File: src/rtl/core/lhr_pkg.sv
`timescale 1ns / 1ps
// ----------------------------------------------------------------------------
// LED HSL to RGB package
// Shared payload types, fixed-point constants and stage records for the
// LED HSL to RGB conversion pipeline.
// ----------------------------------------------------------------------------
package lhr_pkg;

    // Number of LEDs on the strip; the hue sweeps once round the wheel over it.
    localparam int LED_COUNT = 32;
    localparam logic [10:0] LED_COUNT_V = 11'(LED_COUNT);

    // Input transaction payload.
    typedef struct packed {
        logic [9:0] led_index;
        logic [7:0] lightness;
    } lhr_in_t;

    // Result transaction payload.
    typedef struct packed {
        logic [9:0] slot;
        logic [7:0] red;
        logic [7:0] green;
        logic [7:0] blue;
    } lhr_out_t;

    localparam logic [7:0] SAT_RESET = 8'd255;

    // Exact floor division by the LED count through a rounded-up reciprocal.
    // With 21 fraction bits the error term stays below one step for any
    // dividend and divisor of up to ten bits.
    localparam int HUE_SHIFT = 21;
    localparam logic [21:0] IDX_RECIP =
        22'(((longint'(1) << HUE_SHIFT) + LED_COUNT - 1) / LED_COUNT);
    localparam logic [29:0] DEG_RECIP =
        30'((longint'(360) * (longint'(1) << HUE_SHIFT) + LED_COUNT - 1) / LED_COUNT);

    // Channels are numerators over 2*255*60; the floor uses a reciprocal with
    // 39 fraction bits, enough for exact results on 24-bit numerators.
    localparam int DENOM = 30600;
    localparam logic [14:0] DENOM_V = 15'(DENOM);
    localparam int CHAN_NUM_W = 24;
    localparam int CHAN_RECIP_W = 25;
    localparam int CHAN_SHIFT = 39;
    localparam logic [CHAN_RECIP_W-1:0] CHAN_RECIP =
        CHAN_RECIP_W'(((longint'(1) << CHAN_SHIFT) + DENOM - 1) / DENOM);

    // Hue sextant codes.
    localparam logic [2:0] SEXT_RED_YEL  = 3'd0;
    localparam logic [2:0] SEXT_YEL_GRN  = 3'd1;
    localparam logic [2:0] SEXT_GRN_CYN  = 3'd2;
    localparam logic [2:0] SEXT_CYN_BLU  = 3'd3;
    localparam logic [2:0] SEXT_BLU_MAG  = 3'd4;
    localparam logic [2:0] SEXT_MAG_RED  = 3'd5;

    // Hue path record at the end of its fourth stage.
    typedef struct packed {
        logic       valid;
        logic [9:0] slot;
        logic [2:0] sext;
        logic [5:0] mult;
    } hue_stage_t;

    // Lightness path record at the end of its fourth stage.
    typedef struct packed {
        logic        grey;
        logic [7:0]  lum;
        logic [15:0] as;
        logic [22:0] base;
        logic [23:0] cnum;
    } lvl_stage_t;

endpackage

File: src/rtl/core/led_hsl_to_rgb_unit.sv
`timescale 1ns / 1ps
// ----------------------------------------------------------------------------
// LED HSL to RGB conversion unit
// Converts an LED position and lightness byte into an RGB color whose hue
// sweeps the color wheel along the strip, at the programmed saturation.
// ----------------------------------------------------------------------------
//
//  Channel   Dir  Handshake           Payload
//  s_        in   s_valid / s_ready   lhr_in_t  {led_index, lightness}
//  m_        out  m_valid / m_ready   lhr_out_t {slot, red, green, blue}
//  cfg_      in   cfg_valid / cfg_ready  8-bit saturation
//
// The pipeline has seven register stages and accepts one transaction per
// cycle; a result passes through all seven before it appears at the output.
// The rate is set by the single shared stage enable: every stage moves while
// the output register is empty or being taken, so a stall freezes the whole
// pipeline in place and nothing is lost or repeated.
// Reset clears every valid bit and sets saturation to full (255).
// Saturation writes are always taken and apply to inputs accepted afterwards.
//
module led_hsl_to_rgb_unit (
    input  logic              aclk,
    input  logic              aresetn,

    input  logic              s_valid,
    output logic              s_ready,
    input  lhr_pkg::lhr_in_t  s_data,

    output logic              m_valid,
    input  logic              m_ready,
    output lhr_pkg::lhr_out_t m_data,

    input  logic              cfg_valid,
    output logic              cfg_ready,
    input  logic [7:0]        cfg_data
);

    logic [7:0] sat_reg;
    logic [7:0] sat_next;
    logic       en;
    logic       out_valid;

    lhr_pkg::hue_stage_t hue_stage;
    lhr_pkg::lvl_stage_t lvl_stage;

    // The pipeline advances whenever the output register can take a new
    // value, i.e. it is empty or its transaction completes this cycle.
    assign en      = !out_valid || m_ready;
    assign s_ready = en;

    // The configuration register never back-pressures.
    assign cfg_ready = 1'b1;
    assign sat_next  = (cfg_valid && cfg_ready) ? cfg_data : sat_reg;

    always_ff @(posedge aclk) begin
        if (!aresetn) begin
            sat_reg <= lhr_pkg::SAT_RESET;
        end else begin
            sat_reg <= sat_next;
        end
    end

    // Hue path: index modulo count, hue, sextant and offset multiplier.
    lhr_hue_pipe u_hue (
        .aclk      (aclk),
        .aresetn   (aresetn),
        .en        (en),
        .in_valid  (s_valid),
        .led_index (s_data.led_index),
        .stage_out (hue_stage)
    );

    // Lightness path: chroma factor, base and chroma numerators.
    lhr_level_pipe u_level (
        .aclk       (aclk),
        .en         (en),
        .lightness  (s_data.lightness),
        .saturation (sat_reg),
        .stage_out  (lvl_stage)
    );

    // Offset numerator, exact flooring and placement into R, G and B.
    lhr_channel_pipe u_channel (
        .aclk      (aclk),
        .aresetn   (aresetn),
        .en        (en),
        .hue_in    (hue_stage),
        .lvl_in    (lvl_stage),
        .out_valid (out_valid),
        .out_data  (m_data)
    );

    assign m_valid = out_valid;

endmodule

File: src/rtl/core/lhr_hue_pipe.sv
`timescale 1ns / 1ps
// ----------------------------------------------------------------------------
// LED HSL to RGB hue path
// Four stages from LED index to hue sextant and offset multiplier.
// ----------------------------------------------------------------------------
module lhr_hue_pipe (
    input  logic               aclk,
    input  logic               aresetn,
    input  logic               en,
    input  logic               in_valid,
    input  logic [9:0]         led_index,
    output lhr_pkg::hue_stage_t stage_out
);

    logic       v1_reg, v2_reg, v3_reg, v4_reg;
    logic [9:0] slot1_reg, slot2_reg, slot3_reg, slot4_reg;
    logic [30:0] p1_reg;
    logic [9:0]  r_reg;
    logic [29:0] p2_reg;
    logic [2:0]  sext_reg;
    logic [5:0]  mult_reg;

    logic [31:0] p1_full;
    logic [30:0] p1_next;
    logic [9:0]  q1;
    logic [20:0] qc;
    logic [9:0]  r_next;
    logic [39:0] p2_full;
    logic [29:0] p2_next;
    logic [8:0]  hue;
    logic [8:0]  hm_w;
    logic [6:0]  hm;
    logic [5:0]  dev;
    logic [2:0]  sext_next;
    logic [5:0]  mult_next;

    // Stage 1: index times reciprocal of the LED count.
    assign p1_full = {22'd0, led_index} * {10'd0, lhr_pkg::IDX_RECIP};
    assign p1_next = p1_full[30:0];

    // Stage 2: remainder of the index modulo the LED count.
    assign q1     = p1_reg[30:21];
    assign qc     = 21'(q1) * lhr_pkg::LED_COUNT_V;
    assign r_next = slot1_reg - qc[9:0];

    // Stage 3: hue as remainder times 360 over the LED count.
    assign p2_full = {30'd0, r_reg} * {10'd0, lhr_pkg::DEG_RECIP};
    assign p2_next = p2_full[29:0];

    // Stage 4: sextant and distance from the nearest primary.
    assign hue = p2_reg[29:21];

    always_comb begin
        if (hue < 9'd60) begin
            sext_next = lhr_pkg::SEXT_RED_YEL;
        end else if (hue < 9'd120) begin
            sext_next = lhr_pkg::SEXT_YEL_GRN;
        end else if (hue < 9'd180) begin
            sext_next = lhr_pkg::SEXT_GRN_CYN;
        end else if (hue < 9'd240) begin
            sext_next = lhr_pkg::SEXT_CYN_BLU;
        end else if (hue < 9'd300) begin
            sext_next = lhr_pkg::SEXT_BLU_MAG;
        end else begin
            sext_next = lhr_pkg::SEXT_MAG_RED;
        end
    end

    always_comb begin
        if (hue >= 9'd240) begin
            hm_w = hue - 9'd240;
        end else if (hue >= 9'd120) begin
            hm_w = hue - 9'd120;
        end else begin
            hm_w = hue;
        end
    end

    assign hm        = hm_w[6:0];
    assign dev       = (hm >= 7'd60) ? 6'(hm - 7'd60) : 6'(7'd60 - hm);
    assign mult_next = 6'd60 - dev;

    always_ff @(posedge aclk) begin
        if (!aresetn) begin
            v1_reg <= 1'b0;
            v2_reg <= 1'b0;
            v3_reg <= 1'b0;
            v4_reg <= 1'b0;
        end else if (en) begin
            v1_reg <= in_valid;
            v2_reg <= v1_reg;
            v3_reg <= v2_reg;
            v4_reg <= v3_reg;
        end
    end

    always_ff @(posedge aclk) begin
        if (en) begin
            slot1_reg <= led_index;
            p1_reg    <= p1_next;
            slot2_reg <= slot1_reg;
            r_reg     <= r_next;
            slot3_reg <= slot2_reg;
            p2_reg    <= p2_next;
            slot4_reg <= slot3_reg;
            sext_reg  <= sext_next;
            mult_reg  <= mult_next;
        end
    end

    assign stage_out.valid = v4_reg;
    assign stage_out.slot  = slot4_reg;
    assign stage_out.sext  = sext_reg;
    assign stage_out.mult  = mult_reg;

endmodule

File: src/rtl/core/lhr_level_pipe.sv
`timescale 1ns / 1ps
// ----------------------------------------------------------------------------
// LED HSL to RGB lightness path
// Four stages from lightness and saturation to the base and chroma numerators.
// ----------------------------------------------------------------------------
module lhr_level_pipe (
    input  logic               aclk,
    input  logic               en,
    input  logic [7:0]         lightness,
    input  logic [7:0]         saturation,
    output lhr_pkg::lvl_stage_t stage_out
);

    logic [7:0]  lum1_reg, lum2_reg, lum3_reg, lum4_reg;
    logic        grey1_reg, grey2_reg, grey3_reg, grey4_reg;
    logic [15:0] as1_reg, as2_reg, as3_reg, as4_reg;
    logic [22:0] base2_reg, base3_reg, base4_reg;
    logic [23:0] cnum3_reg, cnum4_reg;

    logic [8:0]  twol;
    logic [8:0]  a_w;
    logic [15:0] as_next;
    logic [22:0] base_next;
    logic [23:0] cnum_next;

    // Stage 1: A = 255 - |2l - 255|, scaled by saturation.
    assign twol    = {lightness, 1'b0};
    assign a_w     = (twol >= 9'd255) ? (9'd510 - twol) : twol;
    assign as_next = 16'(a_w[7:0]) * 16'(saturation);

    // Stage 2: base numerator; never negative for valid byte inputs.
    assign base_next = 23'(lum1_reg) * 23'(lhr_pkg::DENOM_V) - 23'(as1_reg) * 23'd60;

    // Stage 3: chroma numerator.
    assign cnum_next = 24'(base2_reg) + 24'(as2_reg) * 24'd120;

    always_ff @(posedge aclk) begin
        if (en) begin
            lum1_reg  <= lightness;
            grey1_reg <= (saturation == 8'd0);
            as1_reg   <= as_next;

            lum2_reg  <= lum1_reg;
            grey2_reg <= grey1_reg;
            as2_reg   <= as1_reg;
            base2_reg <= base_next;

            lum3_reg  <= lum2_reg;
            grey3_reg <= grey2_reg;
            as3_reg   <= as2_reg;
            base3_reg <= base2_reg;
            cnum3_reg <= cnum_next;

            lum4_reg  <= lum3_reg;
            grey4_reg <= grey3_reg;
            as4_reg   <= as3_reg;
            base4_reg <= base3_reg;
            cnum4_reg <= cnum3_reg;
        end
    end

    assign stage_out.grey = grey4_reg;
    assign stage_out.lum  = lum4_reg;
    assign stage_out.as   = as4_reg;
    assign stage_out.base = base4_reg;
    assign stage_out.cnum = cnum4_reg;

endmodule

File: src/rtl/core/lhr_channel_pipe.sv
`timescale 1ns / 1ps
// ----------------------------------------------------------------------------
// LED HSL to RGB channel stages
// Offset numerator, exact floor of the three levels, sextant placement.
// ----------------------------------------------------------------------------
module lhr_channel_pipe (
    input  logic                aclk,
    input  logic                aresetn,
    input  logic                en,
    input  lhr_pkg::hue_stage_t hue_in,
    input  lhr_pkg::lvl_stage_t lvl_in,
    output logic                out_valid,
    output lhr_pkg::lhr_out_t   out_data
);

    logic        v5_reg, v6_reg, out_valid_reg;
    logic [9:0]  slot5_reg, slot6_reg;
    logic [2:0]  sext5_reg, sext6_reg;
    logic        grey5_reg, grey6_reg;
    logic [7:0]  lum5_reg, lum6_reg;
    logic [23:0] onum5_reg, cnum5_reg, base5_reg;
    logic [9:0]  oq_reg, cq_reg, bq_reg;
    lhr_pkg::lhr_out_t out_data_reg;
    lhr_pkg::lhr_out_t out_data_next;

    logic [23:0] prodm;
    logic [23:0] onum_next;
    logic [7:0]  oc, cc, bc;

    function automatic logic [9:0] chan_quot(input logic [23:0] num);
        logic [lhr_pkg::CHAN_NUM_W+lhr_pkg::CHAN_RECIP_W-1:0] prod;
        prod = (lhr_pkg::CHAN_NUM_W + lhr_pkg::CHAN_RECIP_W)'(num)
             * (lhr_pkg::CHAN_NUM_W + lhr_pkg::CHAN_RECIP_W)'(lhr_pkg::CHAN_RECIP);
        return prod[lhr_pkg::CHAN_SHIFT+9:lhr_pkg::CHAN_SHIFT];
    endfunction

    function automatic logic [7:0] clamp_byte(input logic [9:0] q);
        return (q > 10'd255) ? 8'd255 : q[7:0];
    endfunction

    // Stage 5: offset numerator base + 2*A*s*m.
    assign prodm     = 24'(lvl_in.as) * 24'(hue_in.mult);
    assign onum_next = 24'(lvl_in.base) + {prodm[22:0], 1'b0};

    // Stage 7: clamp and place the three levels by sextant.
    assign oc = clamp_byte(oq_reg);
    assign cc = clamp_byte(cq_reg);
    assign bc = clamp_byte(bq_reg);

    always_comb begin
        out_data_next.slot = slot6_reg;
        if (grey6_reg) begin
            out_data_next.red   = lum6_reg;
            out_data_next.green = lum6_reg;
            out_data_next.blue  = lum6_reg;
        end else begin
            case (sext6_reg)
                lhr_pkg::SEXT_RED_YEL: begin
                    out_data_next.red = cc; out_data_next.green = oc; out_data_next.blue = bc;
                end
                lhr_pkg::SEXT_YEL_GRN: begin
                    out_data_next.red = oc; out_data_next.green = cc; out_data_next.blue = bc;
                end
                lhr_pkg::SEXT_GRN_CYN: begin
                    out_data_next.red = bc; out_data_next.green = cc; out_data_next.blue = oc;
                end
                lhr_pkg::SEXT_CYN_BLU: begin
                    out_data_next.red = bc; out_data_next.green = oc; out_data_next.blue = cc;
                end
                lhr_pkg::SEXT_BLU_MAG: begin
                    out_data_next.red = oc; out_data_next.green = bc; out_data_next.blue = cc;
                end
                default: begin
                    out_data_next.red = cc; out_data_next.green = bc; out_data_next.blue = oc;
                end
            endcase
        end
    end

    always_ff @(posedge aclk) begin
        if (!aresetn) begin
            v5_reg        <= 1'b0;
            v6_reg        <= 1'b0;
            out_valid_reg <= 1'b0;
        end else if (en) begin
            v5_reg        <= hue_in.valid;
            v6_reg        <= v5_reg;
            out_valid_reg <= v6_reg;
        end
    end

    always_ff @(posedge aclk) begin
        if (en) begin
            slot5_reg    <= hue_in.slot;
            sext5_reg    <= hue_in.sext;
            grey5_reg    <= lvl_in.grey;
            lum5_reg     <= lvl_in.lum;
            onum5_reg    <= onum_next;
            cnum5_reg    <= lvl_in.cnum;
            base5_reg    <= 24'(lvl_in.base);

            // Stage 6: exact floor of each numerator over the common denominator.
            slot6_reg    <= slot5_reg;
            sext6_reg    <= sext5_reg;
            grey6_reg    <= grey5_reg;
            lum6_reg     <= lum5_reg;
            oq_reg       <= chan_quot(onum5_reg);
            cq_reg       <= chan_quot(cnum5_reg);
            bq_reg       <= chan_quot(base5_reg);

            out_data_reg <= out_data_next;
        end
    end

    assign out_valid = out_valid_reg;
    assign out_data  = out_data_reg;

endmodule

File: config.mk
export PLATFORM = sky130hd
export DESIGN_NAME = led_hsl_to_rgb_unit
export DESIGN_NICKNAME = d
export VERILOG_FILES = /design/src/rtl/core/lhr_pkg.sv /design/src/rtl/core/led_hsl_to_rgb_unit.sv /design/src/rtl/core/lhr_hue_pipe.sv /design/src/rtl/core/lhr_level_pipe.sv /design/src/rtl/core/lhr_channel_pipe.sv
export SDC_FILE = /design/constraint.sdc
export NUM_CORES = 2
export LEC_CHECK = 0
export BUFFER_PORTS_ARGS = -buffer_cell sky130_fd_sc_hd__buf_2
export CAP_MARGIN = 20
export CELL_PAD_IN_SITES_DETAIL_PLACEMENT = 2
export CELL_PAD_IN_SITES_GLOBAL_PLACEMENT = 2
export CORE_AREA = 3 3 341 343
export CTS_BUF_LIST = sky130_fd_sc_hd__clkbuf_16
export DETAILED_ROUTE_END_ITERATION = 8
export DIE_AREA = 0 0 344 346
export MAX_ROUTING_LAYER = met4
export PLACE_DENSITY = 0.89
export SETUP_SLACK_MARGIN = 0.1
export SYNTH_ARGS = -nofsm -noshare
export SYNTH_HDL_FRONTEND = slang
export SYNTH_SLANG_ARGS = --single-unit
File: constraint.sdc
create_clock -name aclk -period 13.23 [get_ports aclk]
set_input_delay 2.646 -clock aclk [delete_from_list [all_inputs] [get_ports aclk]]
set_output_delay 2.646 -clock aclk [all_outputs]
set_load 0.01 [all_outputs]
==> results.yml <==
global_route:
  met2_usage_pct: 56.1
  met3_usage_pct: 5.55
  antenna_found_initial: 16
  track_usage_pct: 31.9
  grt_pass1_wl_um: 273000
  grt_max_degree: 85
  first_global_vias: 40900
  grt.overflow.total: 0
  grtUsageMet1_pct: 31.8
  top_usage_layer: "met2"
critical_path:
  crit_path_start_kind: "register"
  cp.required_ps: 13610
  end_kind: "register"
  critPathKind: "reg -> reg"
  cp_max_fo: 6
  arrival_ps: 8470
synth:
  yosysWarnings: 0
  synth_edf_count: 423
  ys.flop_type: "edfxtp_1"
  async_flop_share_pct: 0
  postSynthCellCount: 4075
  synthesis.nets: 5551
  synth-seq-area-share_pct: 28.0
  synth.avg_cell_area_um2: 11.4
  yosysUniqueCellTypes: 78
  syn-cell-area_um2: 46500
  ys_ff_latch: 438
floorplanning:
  core_um2: 114000
  initial_core_util_pct: 40.8
  io_pins: 68
  rows: 124
  die_x_um: 344
  dieHeight_um: 346
  die-area_um2: 119000
timing:
  worstMarginPinSlew_ps: 1280
  slew_viol_final: 0
  setup_violations: 0
  max_freq_ghz: 0.124
  fin_tns_setup_ps: 0
  hold_viol: 0
  finalCritPeriodShare_pct: 61.2
  min_period_ps: 8090
  slew_headroom_pct: 14.4
  rsz0062_at_grt: "false"
  clock_skew_ps: 45.9
clocking:
  clock-sinks: 438
  path_clk_slew_ps: 80
  htree_levels: 2
  hold_buffers: 0
  cts_setup_buffers: 0
  cts_tree: "yes"
  clockBufferDepth: 3
  clk-insertion-delay-late_ps: 660
  cts_root_buf: "clkbuf_16"
  numCtsBuffers: 52
  cts_resized: 0
run:
  cap_violations: 0
finish:
  seqCellArea_um2: 13000
  drive_above_1_share_pct: 4.81
  layout_common_cells: "ha_1, inv_1, fa_1"
  layout_commonest_cell: "ha_1"
  largest_register_ff_count: 34
  filler_cell_count: 11500
  nets: 5650
  multi_input_area_um2: 30100
  area_delta_synth_final_pct: 8.62
route:
  wl_per_cell_um: 33.8
  vias: 34400
  drt-initial-drc-count: 2562
  drc: 0
  vias_per_cell: 5.99
  ant_nets: 0
  drt_first_pass_iters: 5
  totalWireLength_um: 194000
placed_design:
  port_buffers: 66
  gp_congestion: 0.873
  hpwl_um: 132000
outcome:
  outcome: "completed"
worst_hold_path:
  hold_path_class: "reg -> reg"
## cell usage after synthesis, types with 17 or more instances
master,count,area [µm²]
o21ai_0,68,340
nand2_1,140,526
inv_1,859,3220
a21oi_1,143,716
a211oi_1,17,128
fa_1,532,10700
or2_2,21,131
clkbuf_1,27,101
xor2_1,53,464
nor2b_1,36,225
nand4_1,20,125
nor3_1,37,185
a21o_1,56,420
o21ai_1,18,90.1
ha_1,913,11400
nand3_1,46,230
and2_1,119,744
xnor2_1,115,1010
edfxtp_1,423,12700
a31oi_1,26,163
nor2_1,146,548
o21bai_1,17,128
o21a_1,26,195
## path summary, 6_finish.rpt
kind                           startpoint                   to  slack, ps  depth (start not counted)
setup / recovery  u_channel.onum5_reg[16]  u_channel.oq_reg[9]       5140                         20
hold / removal         u_level.as3_reg[4]   u_level.as4_reg[4]        380                          0
setup reg to reg  u_channel.onum5_reg[16]  u_channel.oq_reg[9]       5140                         20
hold reg to reg        u_level.as3_reg[4]   u_level.as4_reg[4]        380                          0
## metrics by stage
stage	instance area [µm²]	hold slack, ps	setup slack [ps]	cells	utilization (%)
after floorplan	46500	400	2810	4075	-
after global placement	48600	401	5760	5628	42.7
after detailed placement	48600	405	5380	5628	42.7
after CTS	50300	387	5300	5725	44.2
after global routing	50500	402	5040	5749	44.3
final	50500	383	5140	5750	44.3
## area by class of cell
| type | instances | share of cell area [%] |
|---|---|---|
| antenna | 21 | 0.104 |
| clock buffer | 52 | 2.58 |
| clock inverter | 45 | 0.811 |
| inverter | 860 | 6.41 |
| multi-input combinational | 2745 | 59.6 |
| sequential | 438 | 25.8 |
| tap | 1512 | 3.75 |
| timing repair buffer | 77 | 0.977 |
## critical path, cell delays in order, from the launching register on
cell and delay (ps):
edfxtp_1 740, inv_1 340, ha_1 390, inv_1 170, fa_1 590, fa_1 730, inv_1 120, fa_1 540
inv_1 100, fa_1 600, fa_1 510, ha_1 270, ha_1 260, a21o_1 180, a21o_1 220, a21oi_1 330
o2111ai_1 200, o22ai_1 600, o221ai_1 360, a41oi_1 430, xnor2_1 150
## routing by layer
| layer | vias up | part of all wire, % |
|---|---|---|
| met5 | - | 0 |
| met1 | 17700 | 34 |
| met2 | 1828 | 50 |
| li1 | 13900 | - |
| met4 | 0 | 9.6 |
| met3 | 1066 | 6.6 |
## cells by family (layout without fill, tap and decap cells)
family                     after synthesis  count (layout)  share of synthesized area (%)
AOI/OAI and AO/OA                      491             491                           7.04
xor gates and xnor gates               169             169                           3.20
adders and majority gates             1445            1445                           47.5
buffers and inverters                  892            1034                           7.27
DFF                                    438             438                           28.0
muxes                                   13              13                          0.283
other                                    1              22                        0.00807
and+or+nand+nor                        626             626                           6.72
Power is left out: the tool's default activity adds up to more than one toggle a clock period on the data nets, which glitch-free logic cannot reach.
